`src/hw/rtl/uud_pkg.sv`:
```
`timescale 1ns / 1ps

package uud_pkg;

    // Sizes
    localparam int NAME_MAX   = 15;
    localparam int NAME_W     = $clog2(NAME_MAX + 1);
    localparam int COUNT_BITS = 32;
    localparam int TOTAL_W    = 32;
    localparam int MAX_RES    = 3;
    localparam int STEPS      = 4;

    // Decoder phases
    localparam logic [2:0] PH_HEADER  = 3'd0;
    localparam logic [2:0] PH_MODE    = 3'd1;
    localparam logic [2:0] PH_NAME    = 3'd2;
    localparam logic [2:0] PH_HDRSKIP = 3'd3;
    localparam logic [2:0] PH_DATA    = 3'd4;
    localparam logic [2:0] PH_DONE    = 3'd5;

    // Result kinds
    localparam logic [1:0] KIND_DATA = 2'd0;
    localparam logic [1:0] KIND_NAME = 2'd1;
    localparam logic [1:0] KIND_DONE = 2'd2;

    // Characters of interest
    localparam logic [7:0] C_LF    = 8'h0A;
    localparam logic [7:0] C_CR    = 8'h0D;
    localparam logic [7:0] C_SPACE = 8'h20;
    localparam logic [7:0] C_E     = 8'h65;
    localparam logic [7:0] C_N     = 8'h6E;
    localparam logic [7:0] C_D     = 8'h64;

    // Length of the "begin " header keyword
    localparam logic [2:0] BEGIN_LEN = 3'd6;

    // Position within the current data line
    typedef struct packed {
        logic       at_ls;
        logic [5:0] left;
        logic [1:0] gp;
        logic [5:0] prev;
    } t_line;

    // Outcome of feeding one character to a data line
    typedef struct packed {
        t_line      st;
        logic       emit;
        logic [7:0] data;
    } t_step;

    // One result item as held in the output buffer
    typedef struct packed {
        logic [1:0]         kind;
        logic [7:0]         value;
        logic [TOTAL_W-1:0] total;
        logic               last;
    } t_res;

    // Characters of "begin " by position.
    function automatic logic [7:0] f_begin_char(input logic [2:0] idx);
        logic [7:0] ch;
        case (idx)
            3'd0:    ch = 8'h62;
            3'd1:    ch = 8'h65;
            3'd2:    ch = 8'h67;
            3'd3:    ch = 8'h69;
            3'd4:    ch = 8'h6E;
            default: ch = C_SPACE;
        endcase
        return ch;
    endfunction

    // Characters held while a line may still spell "end" CR LF.
    function automatic logic [7:0] f_held_char(input logic [1:0] idx);
        logic [7:0] ch;
        case (idx)
            2'd0:    ch = C_N;
            2'd1:    ch = C_D;
            default: ch = C_CR;
        endcase
        return ch;
    endfunction

    // Subtracting 0x20 modulo 64 only flips bit 5.
    function automatic logic [5:0] f_sextet(input logic [7:0] ch);
        return {~ch[5], ch[4:0]};
    endfunction

    // One character of a data line: a byte comes out once its second
    // sextet is in, and only while the line still has bytes to give.
    function automatic t_step f_data_char(input t_line st, input logic [7:0] ch);
        t_step      r;
        logic [5:0] sx;
        r      = '0;
        r.st   = st;
        sx     = f_sextet(ch);
        if (ch == C_LF) begin
            r.st.at_ls = 1'b1;
            r.st.gp    = 2'd0;
            r.st.left  = 6'd0;
        end else if (st.left != 6'd0) begin
            case (st.gp)
                2'd0: begin
                    r.st.gp = 2'd1;
                end
                2'd1: begin
                    r.emit  = 1'b1;
                    r.data  = {st.prev, sx[5:4]};
                    r.st.gp = 2'd2;
                end
                2'd2: begin
                    r.emit  = 1'b1;
                    r.data  = {st.prev[3:0], sx[5:2]};
                    r.st.gp = 2'd3;
                end
                default: begin
                    r.emit  = 1'b1;
                    r.data  = {st.prev[1:0], sx};
                    r.st.gp = 2'd0;
                end
            endcase
            if (r.emit) begin
                r.st.left = st.left - 6'd1;
            end
            r.st.prev = sx;
        end
        return r;
    endfunction

endpackage

```
`src/hw/rtl/uud_in_if.sv`:
```
`timescale 1ns / 1ps

// Character stream into the decoder.
interface uud_in_if;
    logic       valid;
    logic       ready;
    logic [7:0] char_in;

    modport source (output valid, output char_in, input ready);
    modport sink   (input valid, input char_in, output ready);
endinterface

```
`src/hw/rtl/uud_out_if.sv`:
```
`timescale 1ns / 1ps

// Result stream out of the decoder.
interface uud_out_if;
    logic                        valid;
    logic                        ready;
    logic [1:0]                  kind;
    logic [7:0]                  value;
    logic [uud_pkg::TOTAL_W-1:0] total_bytes;
    logic                        last;

    modport source (output valid, output kind, output value, output total_bytes,
                    output last, input ready);
    modport sink   (input valid, input kind, input value, input total_bytes,
                    input last, output ready);
endinterface

```
`src/hw/rtl/uuencode_stream_decoder.sv`:
```
`timescale 1ns / 1ps

// Streaming uudecoder. Each transfer on i_char carries one text character; the
// block finds the "begin " line, reports the file name characters, then
// reports every decoded data byte with the running byte count, and a single
// finished result on an "end" line or a zero length line, after which it
// ignores input until reset. A character enters an input register and is
// decoded from there into a three-entry result buffer, from which the results
// of the character are presented on o_res. The block takes one character per
// cycle as long as each character yields at most one result and the sink is
// ready; the result buffer drains one result per cycle while the sink is ready,
// so a character that yields several results (up to three, when a line
// beginning with 'e' turns out not to be "end") holds back the next character
// until its last result leaves.
module uuencode_stream_decoder (
    input  logic i_clk,
    input  logic i_rst_n,
    uud_in_if.sink    i_char,
    uud_out_if.source o_res
);

    // Input register
    logic       r_in_valid;
    logic [7:0] r_in_char;

    // Decoder state
    logic [2:0]                     r_phase,     n_phase;
    logic [2:0]                     r_hdr_match, n_hdr_match;
    uud_pkg::t_line                 r_line,      n_line;
    logic [2:0]                     r_end_match, n_end_match;
    logic [uud_pkg::NAME_W-1:0]     r_name_len,  n_name_len;
    logic [uud_pkg::COUNT_BITS-1:0] r_total,     n_total;

    // Result buffer
    uud_pkg::t_res r_res [uud_pkg::MAX_RES];
    logic [1:0]    r_cnt;

    // Decode intermediates
    logic                           w_pop;
    logic                           w_advance;
    logic [7:0]                     w_c;
    logic [5:0]                     w_sx;
    logic [uud_pkg::STEPS-1:0]      w_step_en;
    logic [uud_pkg::STEPS-1:0]      w_emit;
    logic [7:0]                     w_byte [uud_pkg::STEPS];
    uud_pkg::t_line                 w_st;
    uud_pkg::t_step                 w_stp;
    logic [7:0]                     w_step_char;
    logic                           w_single;
    logic [1:0]                     w_single_kind;
    logic [7:0]                     w_single_val;
    logic [uud_pkg::COUNT_BITS-1:0] w_inc [uud_pkg::STEPS];
    uud_pkg::t_res                  w_new [uud_pkg::MAX_RES];
    logic [2:0]                     w_nres;

    localparam logic [uud_pkg::COUNT_BITS-1:0] CNT_MAX = '1;

    // Handshake: the input register moves on when the result buffer is empty
    // or its last entry leaves in the same cycle.
    assign w_pop        = (r_cnt != 2'd0) && o_res.ready;
    assign w_advance    = r_in_valid && ((r_cnt == 2'd0) || ((r_cnt == 2'd1) && w_pop));
    assign i_char.ready = !r_in_valid || w_advance;

    always_ff @(posedge i_clk) begin
        if (!i_rst_n) begin
            r_in_valid <= 1'b0;
        end else if (i_char.ready) begin
            r_in_valid <= i_char.valid;
        end
    end

    always_ff @(posedge i_clk) begin
        if (i_char.valid && i_char.ready) begin
            r_in_char <= i_char.char_in;
        end
    end

    assign w_c  = r_in_char;
    assign w_sx = uud_pkg::f_sextet(r_in_char);

    // Phase logic: header search, mode, name, and the start and "end" checks
    // of data lines. Ordinary data characters go through the line steps below.
    always_comb begin
        n_phase       = r_phase;
        n_hdr_match   = r_hdr_match;
        n_end_match   = r_end_match;
        n_name_len    = r_name_len;
        w_st          = r_line;
        w_step_en     = '0;
        w_single      = 1'b0;
        w_single_kind = uud_pkg::KIND_DATA;
        w_single_val  = 8'd0;
        case (r_phase)
            uud_pkg::PH_HEADER: begin
                if (w_c == uud_pkg::C_LF) begin
                    w_st.at_ls  = 1'b1;
                    n_hdr_match = 3'd0;
                end else if (r_line.at_ls && (r_hdr_match < uud_pkg::BEGIN_LEN) &&
                             (w_c == uud_pkg::f_begin_char(r_hdr_match))) begin
                    if (r_hdr_match == uud_pkg::BEGIN_LEN - 3'd1) begin
                        n_phase     = uud_pkg::PH_MODE;
                        n_hdr_match = 3'd0;
                    end else begin
                        n_hdr_match = r_hdr_match + 3'd1;
                    end
                end else begin
                    w_st.at_ls  = 1'b0;
                    n_hdr_match = 3'd0;
                end
            end
            uud_pkg::PH_MODE: begin
                if (w_c == uud_pkg::C_LF) begin
                    n_phase    = uud_pkg::PH_DATA;
                    w_st.at_ls = 1'b1;
                    w_st.left  = 6'd0;
                    w_st.gp    = 2'd0;
                end else if (w_c == uud_pkg::C_SPACE) begin
                    n_phase = uud_pkg::PH_NAME;
                end
            end
            uud_pkg::PH_NAME: begin
                if (w_c == uud_pkg::C_LF) begin
                    n_phase    = uud_pkg::PH_DATA;
                    w_st.at_ls = 1'b1;
                    w_st.left  = 6'd0;
                    w_st.gp    = 2'd0;
                end else if (w_c == uud_pkg::C_CR) begin
                    n_phase = uud_pkg::PH_HDRSKIP;
                end else begin
                    w_single      = 1'b1;
                    w_single_kind = uud_pkg::KIND_NAME;
                    w_single_val  = w_c;
                    n_name_len    = r_name_len + uud_pkg::NAME_W'(1);
                    if (r_name_len >= uud_pkg::NAME_W'(uud_pkg::NAME_MAX - 1)) begin
                        n_phase = uud_pkg::PH_HDRSKIP;
                    end
                end
            end
            uud_pkg::PH_HDRSKIP: begin
                if (w_c == uud_pkg::C_LF) begin
                    n_phase    = uud_pkg::PH_DATA;
                    w_st.at_ls = 1'b1;
                    w_st.left  = 6'd0;
                    w_st.gp    = 2'd0;
                end
            end
            uud_pkg::PH_DATA: begin
                if (r_end_match != 3'd0) begin
                    // Line began with 'e': check for "end" LF or "end" CR LF.
                    if ((r_end_match >= 3'd3) && (w_c == uud_pkg::C_LF)) begin
                        n_end_match   = 3'd0;
                        n_phase       = uud_pkg::PH_DONE;
                        w_single      = 1'b1;
                        w_single_kind = uud_pkg::KIND_DONE;
                    end else if (((r_end_match == 3'd1) && (w_c == uud_pkg::C_N)) ||
                                 ((r_end_match == 3'd2) && (w_c == uud_pkg::C_D)) ||
                                 ((r_end_match == 3'd3) && (w_c == uud_pkg::C_CR))) begin
                        n_end_match = r_end_match + 3'd1;
                    end else begin
                        // Not "end": replay the held characters, then this one.
                        n_end_match  = 3'd0;
                        w_step_en[0] = (r_end_match >= 3'd2);
                        w_step_en[1] = (r_end_match >= 3'd3);
                        w_step_en[2] = (r_end_match >= 3'd4);
                        w_step_en[3] = 1'b1;
                    end
                end else if (r_line.at_ls) begin
                    if (w_c != uud_pkg::C_LF) begin
                        if (w_sx == 6'd0) begin
                            n_phase       = uud_pkg::PH_DONE;
                            w_single      = 1'b1;
                            w_single_kind = uud_pkg::KIND_DONE;
                        end else begin
                            w_st.left  = w_sx;
                            w_st.at_ls = 1'b0;
                            w_st.gp    = 2'd0;
                            if (w_c == uud_pkg::C_E) begin
                                n_end_match = 3'd1;
                            end
                        end
                    end
                end else begin
                    w_step_en[3] = 1'b1;
                end
            end
            default: begin
            end
        endcase

        // Data line steps: up to three held characters and the current one.
        w_emit = '0;
        for (int i = 0; i < uud_pkg::STEPS; i++) begin
            w_byte[i] = 8'd0;
            if (i < uud_pkg::STEPS - 1) begin
                w_step_char = uud_pkg::f_held_char(2'(i));
            end else begin
                w_step_char = w_c;
            end
            w_stp = uud_pkg::f_data_char(w_st, w_step_char);
            if (w_step_en[i]) begin
                w_st      = w_stp.st;
                w_emit[i] = w_stp.emit;
                w_byte[i] = w_stp.data;
            end
        end
        n_line = w_st;
    end

    // Saturated byte counts for zero, one, two and three new bytes.
    always_comb begin
        for (int j = 0; j < uud_pkg::STEPS; j++) begin
            if (r_total > CNT_MAX - uud_pkg::COUNT_BITS'(j)) begin
                w_inc[j] = CNT_MAX;
            end else begin
                w_inc[j] = r_total + uud_pkg::COUNT_BITS'(j);
            end
        end
    end

    // Pack the results of this character in order and mark the final one.
    always_comb begin
        w_nres = 3'd0;
        for (int k = 0; k < uud_pkg::MAX_RES; k++) begin
            w_new[k] = '0;
        end
        if (w_single) begin
            w_new[0].kind  = w_single_kind;
            w_new[0].value = w_single_val;
            w_new[0].total = uud_pkg::TOTAL_W'(r_total);
            w_nres         = 3'd1;
        end else begin
            for (int i = 0; i < uud_pkg::STEPS; i++) begin
                if (w_emit[i] && (w_nres < 3'(uud_pkg::MAX_RES))) begin
                    w_new[w_nres[1:0]].kind  = uud_pkg::KIND_DATA;
                    w_new[w_nres[1:0]].value = w_byte[i];
                    w_new[w_nres[1:0]].total =
                        uud_pkg::TOTAL_W'(w_inc[w_nres[1:0] + 2'd1]);
                    w_nres = w_nres + 3'd1;
                end
            end
        end
        if (w_nres != 3'd0) begin
            w_new[w_nres[1:0] - 2'd1].last = 1'b1;
        end
        if (w_single || (w_nres == 3'd0)) begin
            n_total = r_total;
        end else begin
            n_total = w_inc[w_nres[1:0]];
        end
    end

    // Decoder state advances with each character leaving the input register.
    always_ff @(posedge i_clk) begin
        if (!i_rst_n) begin
            r_phase     <= uud_pkg::PH_HEADER;
            r_hdr_match <= 3'd0;
            r_line      <= '{at_ls: 1'b1, left: 6'd0, gp: 2'd0, prev: 6'd0};
            r_end_match <= 3'd0;
            r_name_len  <= '0;
            r_total     <= '0;
        end else if (w_advance) begin
            r_phase     <= n_phase;
            r_hdr_match <= n_hdr_match;
            r_line      <= n_line;
            r_end_match <= n_end_match;
            r_name_len  <= n_name_len;
            r_total     <= n_total;
        end
    end

    // Result buffer occupancy.
    always_ff @(posedge i_clk) begin
        if (!i_rst_n) begin
            r_cnt <= 2'd0;
        end else if (w_advance) begin
            r_cnt <= w_nres[1:0];
        end else if (w_pop) begin
            r_cnt <= r_cnt - 2'd1;
        end
    end

    // Result buffer contents: load on a new character, shift on a transfer.
    always_ff @(posedge i_clk) begin
        if (w_advance) begin
            r_res <= w_new;
        end else if (w_pop) begin
            r_res[0] <= r_res[1];
            r_res[1] <= r_res[2];
        end
    end

    assign o_res.valid       = (r_cnt != 2'd0);
    assign o_res.kind        = r_res[0].kind;
    assign o_res.value       = r_res[0].value;
    assign o_res.total_bytes = r_res[0].total;
    assign o_res.last        = r_res[0].last;

    // Once finished, the decoder stays finished until reset.
    a_done_sticky: assert property (@(posedge i_clk) disable iff (!i_rst_n)
        r_phase == uud_pkg::PH_DONE |=> r_phase == uud_pkg::PH_DONE)
        else $error("decoder left the finished phase");

    // The head of the buffer is the final result exactly when it is the only one.
    a_last_flag: assert property (@(posedge i_clk) disable iff (!i_rst_n)
        r_cnt != 2'd0 |-> (r_res[0].last == (r_cnt == 2'd1)))
        else $error("last flag out of step with buffered results");

    // An "end" check in progress only exists on data lines.
    a_end_in_data: assert property (@(posedge i_clk) disable iff (!i_rst_n)
        r_end_match != 3'd0 |-> (r_phase == uud_pkg::PH_DATA) && !r_line.at_ls)
        else $error("end check outside a data line");

    // The byte count never goes backwards.
    a_total_mono: assert property (@(posedge i_clk) disable iff (!i_rst_n)
        w_advance |=> r_total >= $past(r_total))
        else $error("byte count decreased");

endmodule
```
`src/flat_wrapper.sv`:
```
// flat-port wrapper written by rule: the top's interface ports become plain ports
module uuencode_stream_decoder_flat 
  (i_clk, i_rst_n, i_char_valid, i_char_char_in, i_char_ready, o_res_valid, o_res_kind, o_res_value, o_res_total_bytes, o_res_last, o_res_ready);
  uud_in_if i_char_i ();
  uud_out_if o_res_i ();
  input  logic i_clk;
  input  logic i_rst_n;
  input wire logic [$bits(i_char_i.valid)-1:0] i_char_valid;
  input wire logic [$bits(i_char_i.char_in)-1:0] i_char_char_in;
  output wire logic [$bits(i_char_i.ready)-1:0] i_char_ready;
  output wire logic [$bits(o_res_i.valid)-1:0] o_res_valid;
  output wire logic [$bits(o_res_i.kind)-1:0] o_res_kind;
  output wire logic [$bits(o_res_i.value)-1:0] o_res_value;
  output wire logic [$bits(o_res_i.total_bytes)-1:0] o_res_total_bytes;
  output wire logic [$bits(o_res_i.last)-1:0] o_res_last;
  input wire logic [$bits(o_res_i.ready)-1:0] o_res_ready;
  assign i_char_i.valid = i_char_valid;
  assign i_char_i.char_in = i_char_char_in;
  assign i_char_ready = i_char_i.ready;
  assign o_res_valid = o_res_i.valid;
  assign o_res_kind = o_res_i.kind;
  assign o_res_value = o_res_i.value;
  assign o_res_total_bytes = o_res_i.total_bytes;
  assign o_res_last = o_res_i.last;
  assign o_res_i.ready = o_res_ready;
  uuencode_stream_decoder u_core (.i_clk(i_clk), .i_rst_n(i_rst_n), .i_char(i_char_i), .o_res(o_res_i));
endmodule
```
`config.mk`:
```
export PLATFORM = sky130hd
export DESIGN_NAME = uuencode_stream_decoder_flat
export DESIGN_NICKNAME = d
export VERILOG_FILES = /design/src/hw/rtl/uud_pkg.sv /design/src/hw/rtl/uud_in_if.sv /design/src/hw/rtl/uud_out_if.sv /design/src/hw/rtl/uuencode_stream_decoder.sv /design/src/flat_wrapper.sv
export SDC_FILE = /design/constraint.sdc
export NUM_CORES = 1
export LEC_CHECK = 0
export BUFFER_PORTS_ARGS = -buffer_cell sky130_fd_sc_hd__buf_2
export CORE_MARGIN = 2
export CORE_UTILIZATION = 30
export CTS_BUF_LIST = sky130_fd_sc_hd__clkbuf_8
export CTS_CLUSTER_DIAMETER = 60
export DETAILED_ROUTE_END_ITERATION = 7
export GPL_ROUTABILITY_DRIVEN = 0
export PLACE_DENSITY = 0.48
export SYNTH_ARGS = -nofsm -noshare
export SYNTH_HDL_FRONTEND = slang
export SYNTH_SLANG_ARGS = --single-unit
export TNS_END_PERCENT = 20
```
`constraint.sdc`:
```
create_clock -name i_clk -period 11.3 [get_ports i_clk]
set_input_delay 0.565 -clock i_clk [delete_from_list [all_inputs] [get_ports i_clk]]
set_output_delay 0.565 -clock i_clk [all_outputs]
set_load 0.02 [all_outputs]
```
==> summary by stage, run 1 <==
Run status
The run finished with clean final reports.

Worst setup path
Data on the critical path is required at its endpoint by 11.76 ns. The sort of element at the end of the critical path is a flop. The worst reg2reg path endpoint is u_core.r_total[22]. The nature of the critical path startpoint is a flop. The worst endpoint data arrival time is 10.61 ns.

The worst reg-to-reg setup slack is 1.14 ns. The number of cells on the worst reg-to-reg path is 31. Tracing the worst setup path back leads to its startpoint at u_core.r_in_char[1]. The biggest fanout along the worst timing path is 41. The setup path with the least slack is of type flop to flop. The capturing element of the worst setup path is u_core.r_total[22].

For this design, the slowest cell found on the critical path is sky130_fd_sc_hd__a21boi_2. The launch point of the worst reg-to-reg path is u_core.r_in_char[1]. The cell repeated most along the worst path is sky130_fd_sc_hd__inv_1. The largest single stage delay on the critical path is 0.84 ns.

CTS
The total clock buffers created by CTS is 17. The quantity of hold-fixing buffers added after cts is 0. The buffer depth of the longest clock path is 2. Clock latency on the worst-skew pair, taken at its later pin, is 0.54 ns.

The number of sinks handled by clock tree synthesis is 196. Clock-pin slew was measured on the worst setup and hold paths at 0.11 ns. The count of H-tree levels built during CTS is 4.

Clock tree synthesis selected as its root buffer the cell sky130_fd_sc_hd__clkbuf_8. The clock tree from TritonCTS is yes.

Drt
Before antenna repair, the detailed router went through 5 iterations. The number of DRC violations after detailed routing is 0. The detail route stage leaves a number of antenna-violating nets equal to 0. The per-cell via count in the routed design is 5.92. The final wirelength is 62700 microns.

For this block, the initial DRC count from the detailed router was 1680. The average wire length per cell after detail routing is 21.7 microns. Detailed routing inserted a total of 17100 vias.

Pwr
Summed over all cells, the static leakage comes to 6.28 nW. The overall power after layout is 0.00159 W. The analysis attributes to net switching a power of 0.000513 W. The power per standard cell area is 85.7 nW/um^2. The clock network fraction of design power is 0.293.

The internal portion of the total power is 0.00108 W. Of the total power, registers draw 0.555. Of the total power, the share spent switching nets is 0.323.

The relative contribution of combinational cells to total power is 0.152. The maximum VDD drop is 0.0821 mV.

Global route
The overall overflow remaining after global route is 0. The number of global-route vias before repair was 15900. Entering global routing, the biggest net connects 85 pins. The initial antenna violation count is 4. The aggregate global-route resource usage is 0.205. The first global-routing pass estimated 96900 microns of wire.

Place
The count of buffers added on input and output ports is 56. Detailed placement finished with a half-perimeter wire length of 42900 microns. Counting tap cells, the placed design contains a total of 2849 instances.

Summing all placed instances gives a cell area of 18200 sq um. The minimum setup slack after placement is 0.923 ns.

Synthesis
The cell count after synthesis is 2235. Yosys mapped a number of flops with a built-in enable equal to 133. In the synthesized netlist the dominant register cell turns out to be sky130_fd_sc_hd__edfxtp_1. After synthesis, the cell types taking the most area are sky130_fd_sc_hd__edfxtp_1 (23%), sky130_fd_sc_hd__nand2_1 (8.2%), sky130_fd_sc_hd__mux4_2 (7.3%). The distinct cell type count after synthesis is 89. The share of the Yosys chip area taken by registers is 0.297. The total of flip-flops plus latches after synthesis is 196. The number of nets in the synthesized netlist is 2288. The mean area per synthesized cell is 7.92 sq um. The synthesis warning total is 0. The fraction of synthesized cell area taken by the top area cell type is 0.226. The async set-reset flop share out of synthesis is 0.

The cell area that synthesis handed to floorplanning was 17700 sq um. The largest total area in the synthesized netlist belongs to sky130_fd_sc_hd__edfxtp_1.

Timing
The clock skew is 0.0227 ns. At the pin with the least slew margin, the transition time is 1.27 ns. The final critical path time including I/O delays and setup is 10.16 ns. Summed over all failing endpoints, the final setup total negative slack is 0 ns. For this run, the top clock speed supported by timing is 0.0984 GHz.

Setup repair after global routing left no endpoint under its margin. The worst slew margin relative to its limit is 0.149. The number of hold violations in the final report is 0. Setup slack on the critical path of the routed design comes to 1.14 ns. The total count of max-transition violations in the final report is 0. In the finished design, the share of the clock period the worst path needs comes to 0.899. The number of setup violations in the final report is 0.

Finish
The final standard cell count with taps included and fillers excluded is 2882. For this run, the post-layout net count is 2148. The share of layout cells above drive strength 1 is 0.110. Summing all multi-input logic gate instances after layout gives 11300 sq um.

The area of all sequential standard cells is 5260 sq um. The area overhead of the layout relative to synthesis is 4.81%. After filler insertion, the fill cell instance count of the layout stands at 6202.

The final non-filler cell area is 18500 sq um.

Hold path
The kind of path behind the tightest hold check is input port to flop. The hold-critical path depth is 1.

Floorplan
The initial utilization of the core area, before any placement, comes to 0.302. The die height is 247 microns. The die covers 60900 sq um. For this design the top-level I/O count stands at 57.

The number of standard-cell rows in the floorplan is 89. The die width is 247 microns. The floorplan step defined a core boundary enclosing 58700 sq um.

Run
The reported max-cap violation count is 0.
## area by class of cell
cell class,count,share of cell area
Sequential cell,196,0.283
Timing Repair Buffer,91,0.0293
Clock inverter,15,0.00688
Antenna cell,1,0.000135
Clock buffer,17,0.0126
Tap cell,773,0.0522
Multi-Input combinational cell,1753,0.608
Inverter,36,0.00729
## synth_stat cells, types with 43 or more instances
master and number:
sky130_fd_sc_hd__nor2_1 114, sky130_fd_sc_hd__a31oi_1 48, sky130_fd_sc_hd__nand3_1 121, sky130_fd_sc_hd__buf_4 43
sky130_fd_sc_hd__dfxtp_1 63, sky130_fd_sc_hd__clkbuf_1 185, sky130_fd_sc_hd__or3_1 43, sky130_fd_sc_hd__a21oi_1 124
sky130_fd_sc_hd__mux4_2 57, sky130_fd_sc_hd__nor3_1 63, sky130_fd_sc_hd__xnor2_1 55, sky130_fd_sc_hd__edfxtp_1 133
sky130_fd_sc_hd__nand2_1 385, sky130_fd_sc_hd__o21ai_0 256
## kinds of logic (layout without fill, tap and decap cells)
logic type,Yosys count,in the layout,synth area share
muxes,102,102,0.0986
and+or+nand+nor,874,874,0.229
xor gates and xnor gates,95,95,0.0470
adders and majority gates,41,41,0.0294
DFF,196,196,0.297
other,0,1,0
AOI/OAI and AO/OA,641,641,0.227
buffers and inverters,286,159,0.0719
## flip-flops by register name, summed over array words and instances, names as in the netlist, 4 cells and up
register	count
u_core.r_total	32
u_core.r_in_char	8
u_core.r_res	82
u_core.o_res.total_bytes	32
u_core.r_line	15
u_core.r_name_len	4
u_core.o_res.value	8
## power groups by stage
stage	Sequential, W	Clock (W)	Combinational (W)
finish	0.000882	0.000466	0.000242
global route	0.000890	0.000504	0.000271
CTS	0.000883	0.000482	0.000245
detailed placement	0.000899	0	0.000244
global placement	0.000897	0	0.000243
floorplan	0.000887	0	0.000194
## how the worst min path moves through the flow
| stage | slack [ns] | end | start |
|---|---|---|---|
| 2_1_floorplan | 0.49 | u_core.r_end_match[1] | u_core.r_end_match[1] |
| 3_3_place_gp | 0.50 | u_core.r_res[71] | u_core.r_res[28] |
| 3_5_place_dp | 0.50 | u_core.r_res[71] | u_core.r_res[28] |
| 4_1_cts | 0.17 | u_core.r_in_char[3] | i_char_char_in[3] |
| 5_1_grt | 0.17 | u_core.r_in_char[5] | i_char_char_in[5] |
| 6_report | 0.20 | u_core.r_in_char[3] | i_char_char_in[3] |
## cell usage in the layout (no fill, tap or decap), types with 55 or more instances in the layout
| master | n |
|---|---|
| sky130_fd_sc_hd__nor3_1 | 62 |
| sky130_fd_sc_hd__nand2_1 | 383 |
| sky130_fd_sc_hd__mux4_2 | 57 |
| sky130_fd_sc_hd__xnor2_1 | 55 |
| sky130_fd_sc_hd__edfxtp_1 | 133 |
| sky130_fd_sc_hd__buf_2 | 56 |
| sky130_fd_sc_hd__dfxtp_1 | 63 |
| sky130_fd_sc_hd__nand3_1 | 120 |
| sky130_fd_sc_hd__o21ai_0 | 256 |
| sky130_fd_sc_hd__nor2_1 | 113 |
| sky130_fd_sc_hd__a21oi_1 | 123 |
## stage by stage
stage | hold WS (ns) | utilization
floorplan | 0.486 | -
global placement | 0.497 | 0.310
detailed placement | 0.504 | 0.310
CTS | 0.170 | 0.316
global route | 0.172 | 0.316
finish | 0.204 | 0.316
## worst max-delay path, delay by kind of cell (launching register included)
kind | cells | cell delay, ns
buffers and inverters | 9 | 2.32
xor gates and xnor gates | 1 | 0.16
muxes | 1 | 0.41
DFF | 1 | 0.69
AOI/OAI and AO/OA | 6 | 2.32
adders and majority gates | 4 | 1.29
and+or+nand+nor | 10 | 2.87
## routing by layer
layer / share of wire / wire (microns) / vias up / global-route usage
met1: 0.46 / 28800 / 8317 / 0.291
met4: 0.025 / 1580 / 0 / 0.0661
li1: - / - / 7902 / -
met5: 0 / 0 / - / 0
met2: 0.45 / 28100 / 761 / 0.323
met3: 0.067 / 4170 / 91 / 0.0224
## timing repair
action / in CTS / in global routing
buffers inserted: 0 / 0
setup endpoints to repair: 0 / 16
resized for setup: 0 / 1
No activity file was read; power rests on OpenSTA's default activity.
==> run 2, diff against run 1 <==
--- a/config.mk
+++ b/config.mk
@@ -5,7 +5,7 @@
 export SDC_FILE = /design/constraint.sdc
 export NUM_CORES = 1
 export LEC_CHECK = 0
-export BUFFER_PORTS_ARGS = -buffer_cell sky130_fd_sc_hd__buf_2
+export BUFFER_PORTS_ARGS = -buffer_cell sky130_fd_sc_hd__buf_4
 export CORE_MARGIN = 2
 export CORE_UTILIZATION = 30
 export CTS_BUF_LIST = sky130_fd_sc_hd__clkbuf_8
==> run 2 against run 1 <==
  * Combinational power grew 5%
  * Routed wire length down 1.2%
  * Sequential share of layout area down 0.32 points
  * Total power is 5.1% higher
  * Global-route usage is 0.18 points lower
  * Sequential power hardly changed
  * Critical path depth unchanged
  * Fmax decreased by 2.9%
  * Non-clock buffer count down 1
  * Utilization grew 0.36 points
  * Die area is the same
==> summary by stage, run 2 (same netlist as run 1, synthesis figures left out) <==
Finish
After routing the design area is 18800 sq um. The post-route core utilization is 0.320. The most common cell after layout, fill and taps aside is sky130_fd_sc_hd__nand2_1.

The flip-flop count of the largest register, all copies and words added is 82. The library cells used most frequently in the layout, excluding fill and tap cells, are sky130_fd_sc_hd__nand2_1 (383), sky130_fd_sc_hd__o21ai_0 (256), sky130_fd_sc_hd__edfxtp_1 (133), sky130_fd_sc_hd__a21oi_1 (124), sky130_fd_sc_hd__nand3_1 (120). Once layout is complete, the cells apart from fillers number 2881.

The area overhead of the layout relative to synthesis is 6.01%. The largest register by flop count is u_core.r_res. After the last flow step, the layout net total stands at 2147. The share of layout cells above drive strength 1 is 0.110. The filler cells instantiated in the layout total 6155.

CTS
Clock tree synthesis selected as its root buffer the cell sky130_fd_sc_hd__clkbuf_8. Clock-pin slew was measured on the worst setup and hold paths at 0.12 ns. Once the clock tree was built, the setup fixing pass inserted 0 buffers.

TritonCTS built the clock tree. In this run the deepest clock path goes through 2 buffers. The count of H-tree levels built during CTS is 4.

The clock reaches the later pin of the worst-skew pair after 0.55 ns. The number of gates resized after cts is 0. The clock net in this run drives a total of 196 sinks. The total clock buffers created by CTS is 17. For this design, the CTS-stage hold fixing added 0 buffers.

Global route
The overall overflow remaining after global route is 0. The global-route wire length before repair is 96800 microns. The initial antenna violation count is 3. The maximum number of pins on one net before global-route repair is 78.

The number of global-route vias before repair is 16000. Across every metal layer, demand over resource in global routing totals 0.203.

Timing
The final critical path time including I/O delays and setup is 10.46 ns. The number of setup violations in the final report is 0. The summed negative setup slack over all endpoints is 0 ns. The total count of max-transition violations in the final report is 0. The final worst-path setup slack is 0.843 ns.

Setup repair after global routing left no endpoint under its margin. The number of hold violations in the final report is 0. Dividing the final minimum period by the clock period gives 0.925. Between clock sinks in the finished design, the worst skew comes to 0.0181 ns. The worst slew margin relative to its limit is 0.212. The maximum clock frequency is 0.0956 GHz. At the pin with the least slew margin, the transition time is 1.18 ns.

Drt
The total via count in the routed design is 17000. The per-cell via count in the routed design is 5.89. The number of violations reported at the end of detailed-routing iteration 0 is 1699. Dividing the detail-routed wire length by the instance count gives 21.5 microns. The first TritonRoute pass finished after 5 iterations. The number of DRC violations after detailed routing is 0. Once detail routing completed, the nets flagged for antenna violations numbered 0. The final wirelength is 61900 microns.

Run status
The flow ran to the end, and the final reports show no timing, DRC or antenna violations.

Worst setup path
The critical path crosses 31 cells after its start point. The required time of the critical path is 11.78 ns. The nature of the critical path startpoint is a flop. Among cell families on the critical path, the largest total delay comes from simple AND/OR/NAND/NOR gates.

The worst reg-to-reg path cell count is 31. STA classifies the critical path endpoint as a flop. Data arrives at the worst endpoint at 10.94 ns. The cell repeated most along the worst path is sky130_fd_sc_hd__inv_1. The critical path buffer and inverter count is 9.

Of all nets on the critical path, the largest fanout is 41. The critical path's slowest cell is sky130_fd_sc_hd__a21oi_1. The largest incremental delay on the critical path is 0.91 ns. Across all register-to-register paths, the minimum setup slack is 0.84 ns. The critical path class is flop to flop.

Run
Max-cap violations in this run came to 0.

Hold path
The kind of path behind the tightest hold check is input port to flop. Along the worst hold path, the cell count comes to 1.

Place
The instance area at placement is 18300 sq um. The quantity of I/O buffers inserted on ports is 56. Timing analysis after detailed placement gives a worst setup slack of 1.09 ns. Once placement completed, the tool counted placed cells totaling 2848. Summed over all nets, the half-perimeter wirelength after detailed placement is 42700 microns.

Pwr
Of the total power, the share spent switching nets is 0.315. The power per standard cell area is 89.1 nW/um^2. Of the total power, combinational logic draws 0.152. The internal power is 0.00114 W. The worst-case IR drop observed on VDD is 0.0665 mV. The relative contribution of sequential cells to total power is 0.529.

The leakage power figure is 6.35 nW. Of the total power, the clock network draws 0.319. Summed over all nets, the switching power comes to 0.000527 W.

Floorplan
The full die area is 60900 sq um. The effective utilization at floorplan is 0.302. The die is 247 microns wide. During I/O placement, the number of pins put on the boundary was 57. The floorplan has 89 rows.

The area of the core region is 58700 sq um. The die height is 247 microns.
run 2: metrics by stage:
step | hold WS (ns) | power [W]
floorplan | 0.486 | 0.00108
global placement | 0.497 | 0.00116
detailed placement | 0.502 | 0.00116
CTS | 0.155 | 0.00169
global route | 0.162 | 0.00174
finish | 0.188 | 0.00167
run 2: worst paths after layout:
check,from,endpoint
setup / recovery,u_core.r_in_char[2],u_core.r_total[20]
hold / removal,i_char_char_in[1],u_core.r_in_char[1]
setup reg to reg,u_core.r_in_char[2],u_core.r_total[20]
hold reg to reg,u_core.r_res[4],u_core.r_res[47]
run 2: area by class of cell:
class                           count  area, sq um  share of cell area
Antenna cell                        1         2.50            0.000133
Clock buffer                       17          234              0.0125
Clock inverter                     15          211              0.0113
Inverter                           36          135             0.00720
Multi-Input combinational cell   1753        11300               0.601
Sequential cell                   196         5260               0.280
Tap cell                          773          967              0.0516
Timing Repair Buffer               90          676              0.0360
run 2: power groups by stage:
stage	clock network [W]	registers, W	logic (W)
global placement	0	0.000899	0.000257
global route	0.000567	0.000890	0.000283
finish	0.000532	0.000884	0.000254
detailed placement	0	0.000900	0.000257
CTS	0.000547	0.000884	0.000258
floorplan	0	0.000887	0.000194
run 2: routing by layer:
metal  global-route usage  share of wire  vias to the layer above
li1                     -              -                     7905
met1                0.283           0.46                     8273
met2                0.320           0.45                      709
met3               0.0342          0.069                       93
met4               0.0592          0.021                        2
met5                    0        0.00021                        -
run 2: worst reg2reg max path, delay by kind of cell, from the launching register on:
family | cells | cell delay (ns)
buffers and inverters | 9 | 2.31
DFF | 1 | 0.67
adders and majority gates | 4 | 1.30
xor gates and xnor gates | 1 | 0.16
and+or+nand+nor | 10 | 2.95
AOI/OAI and AO/OA | 6 | 2.60
muxes | 1 | 0.42
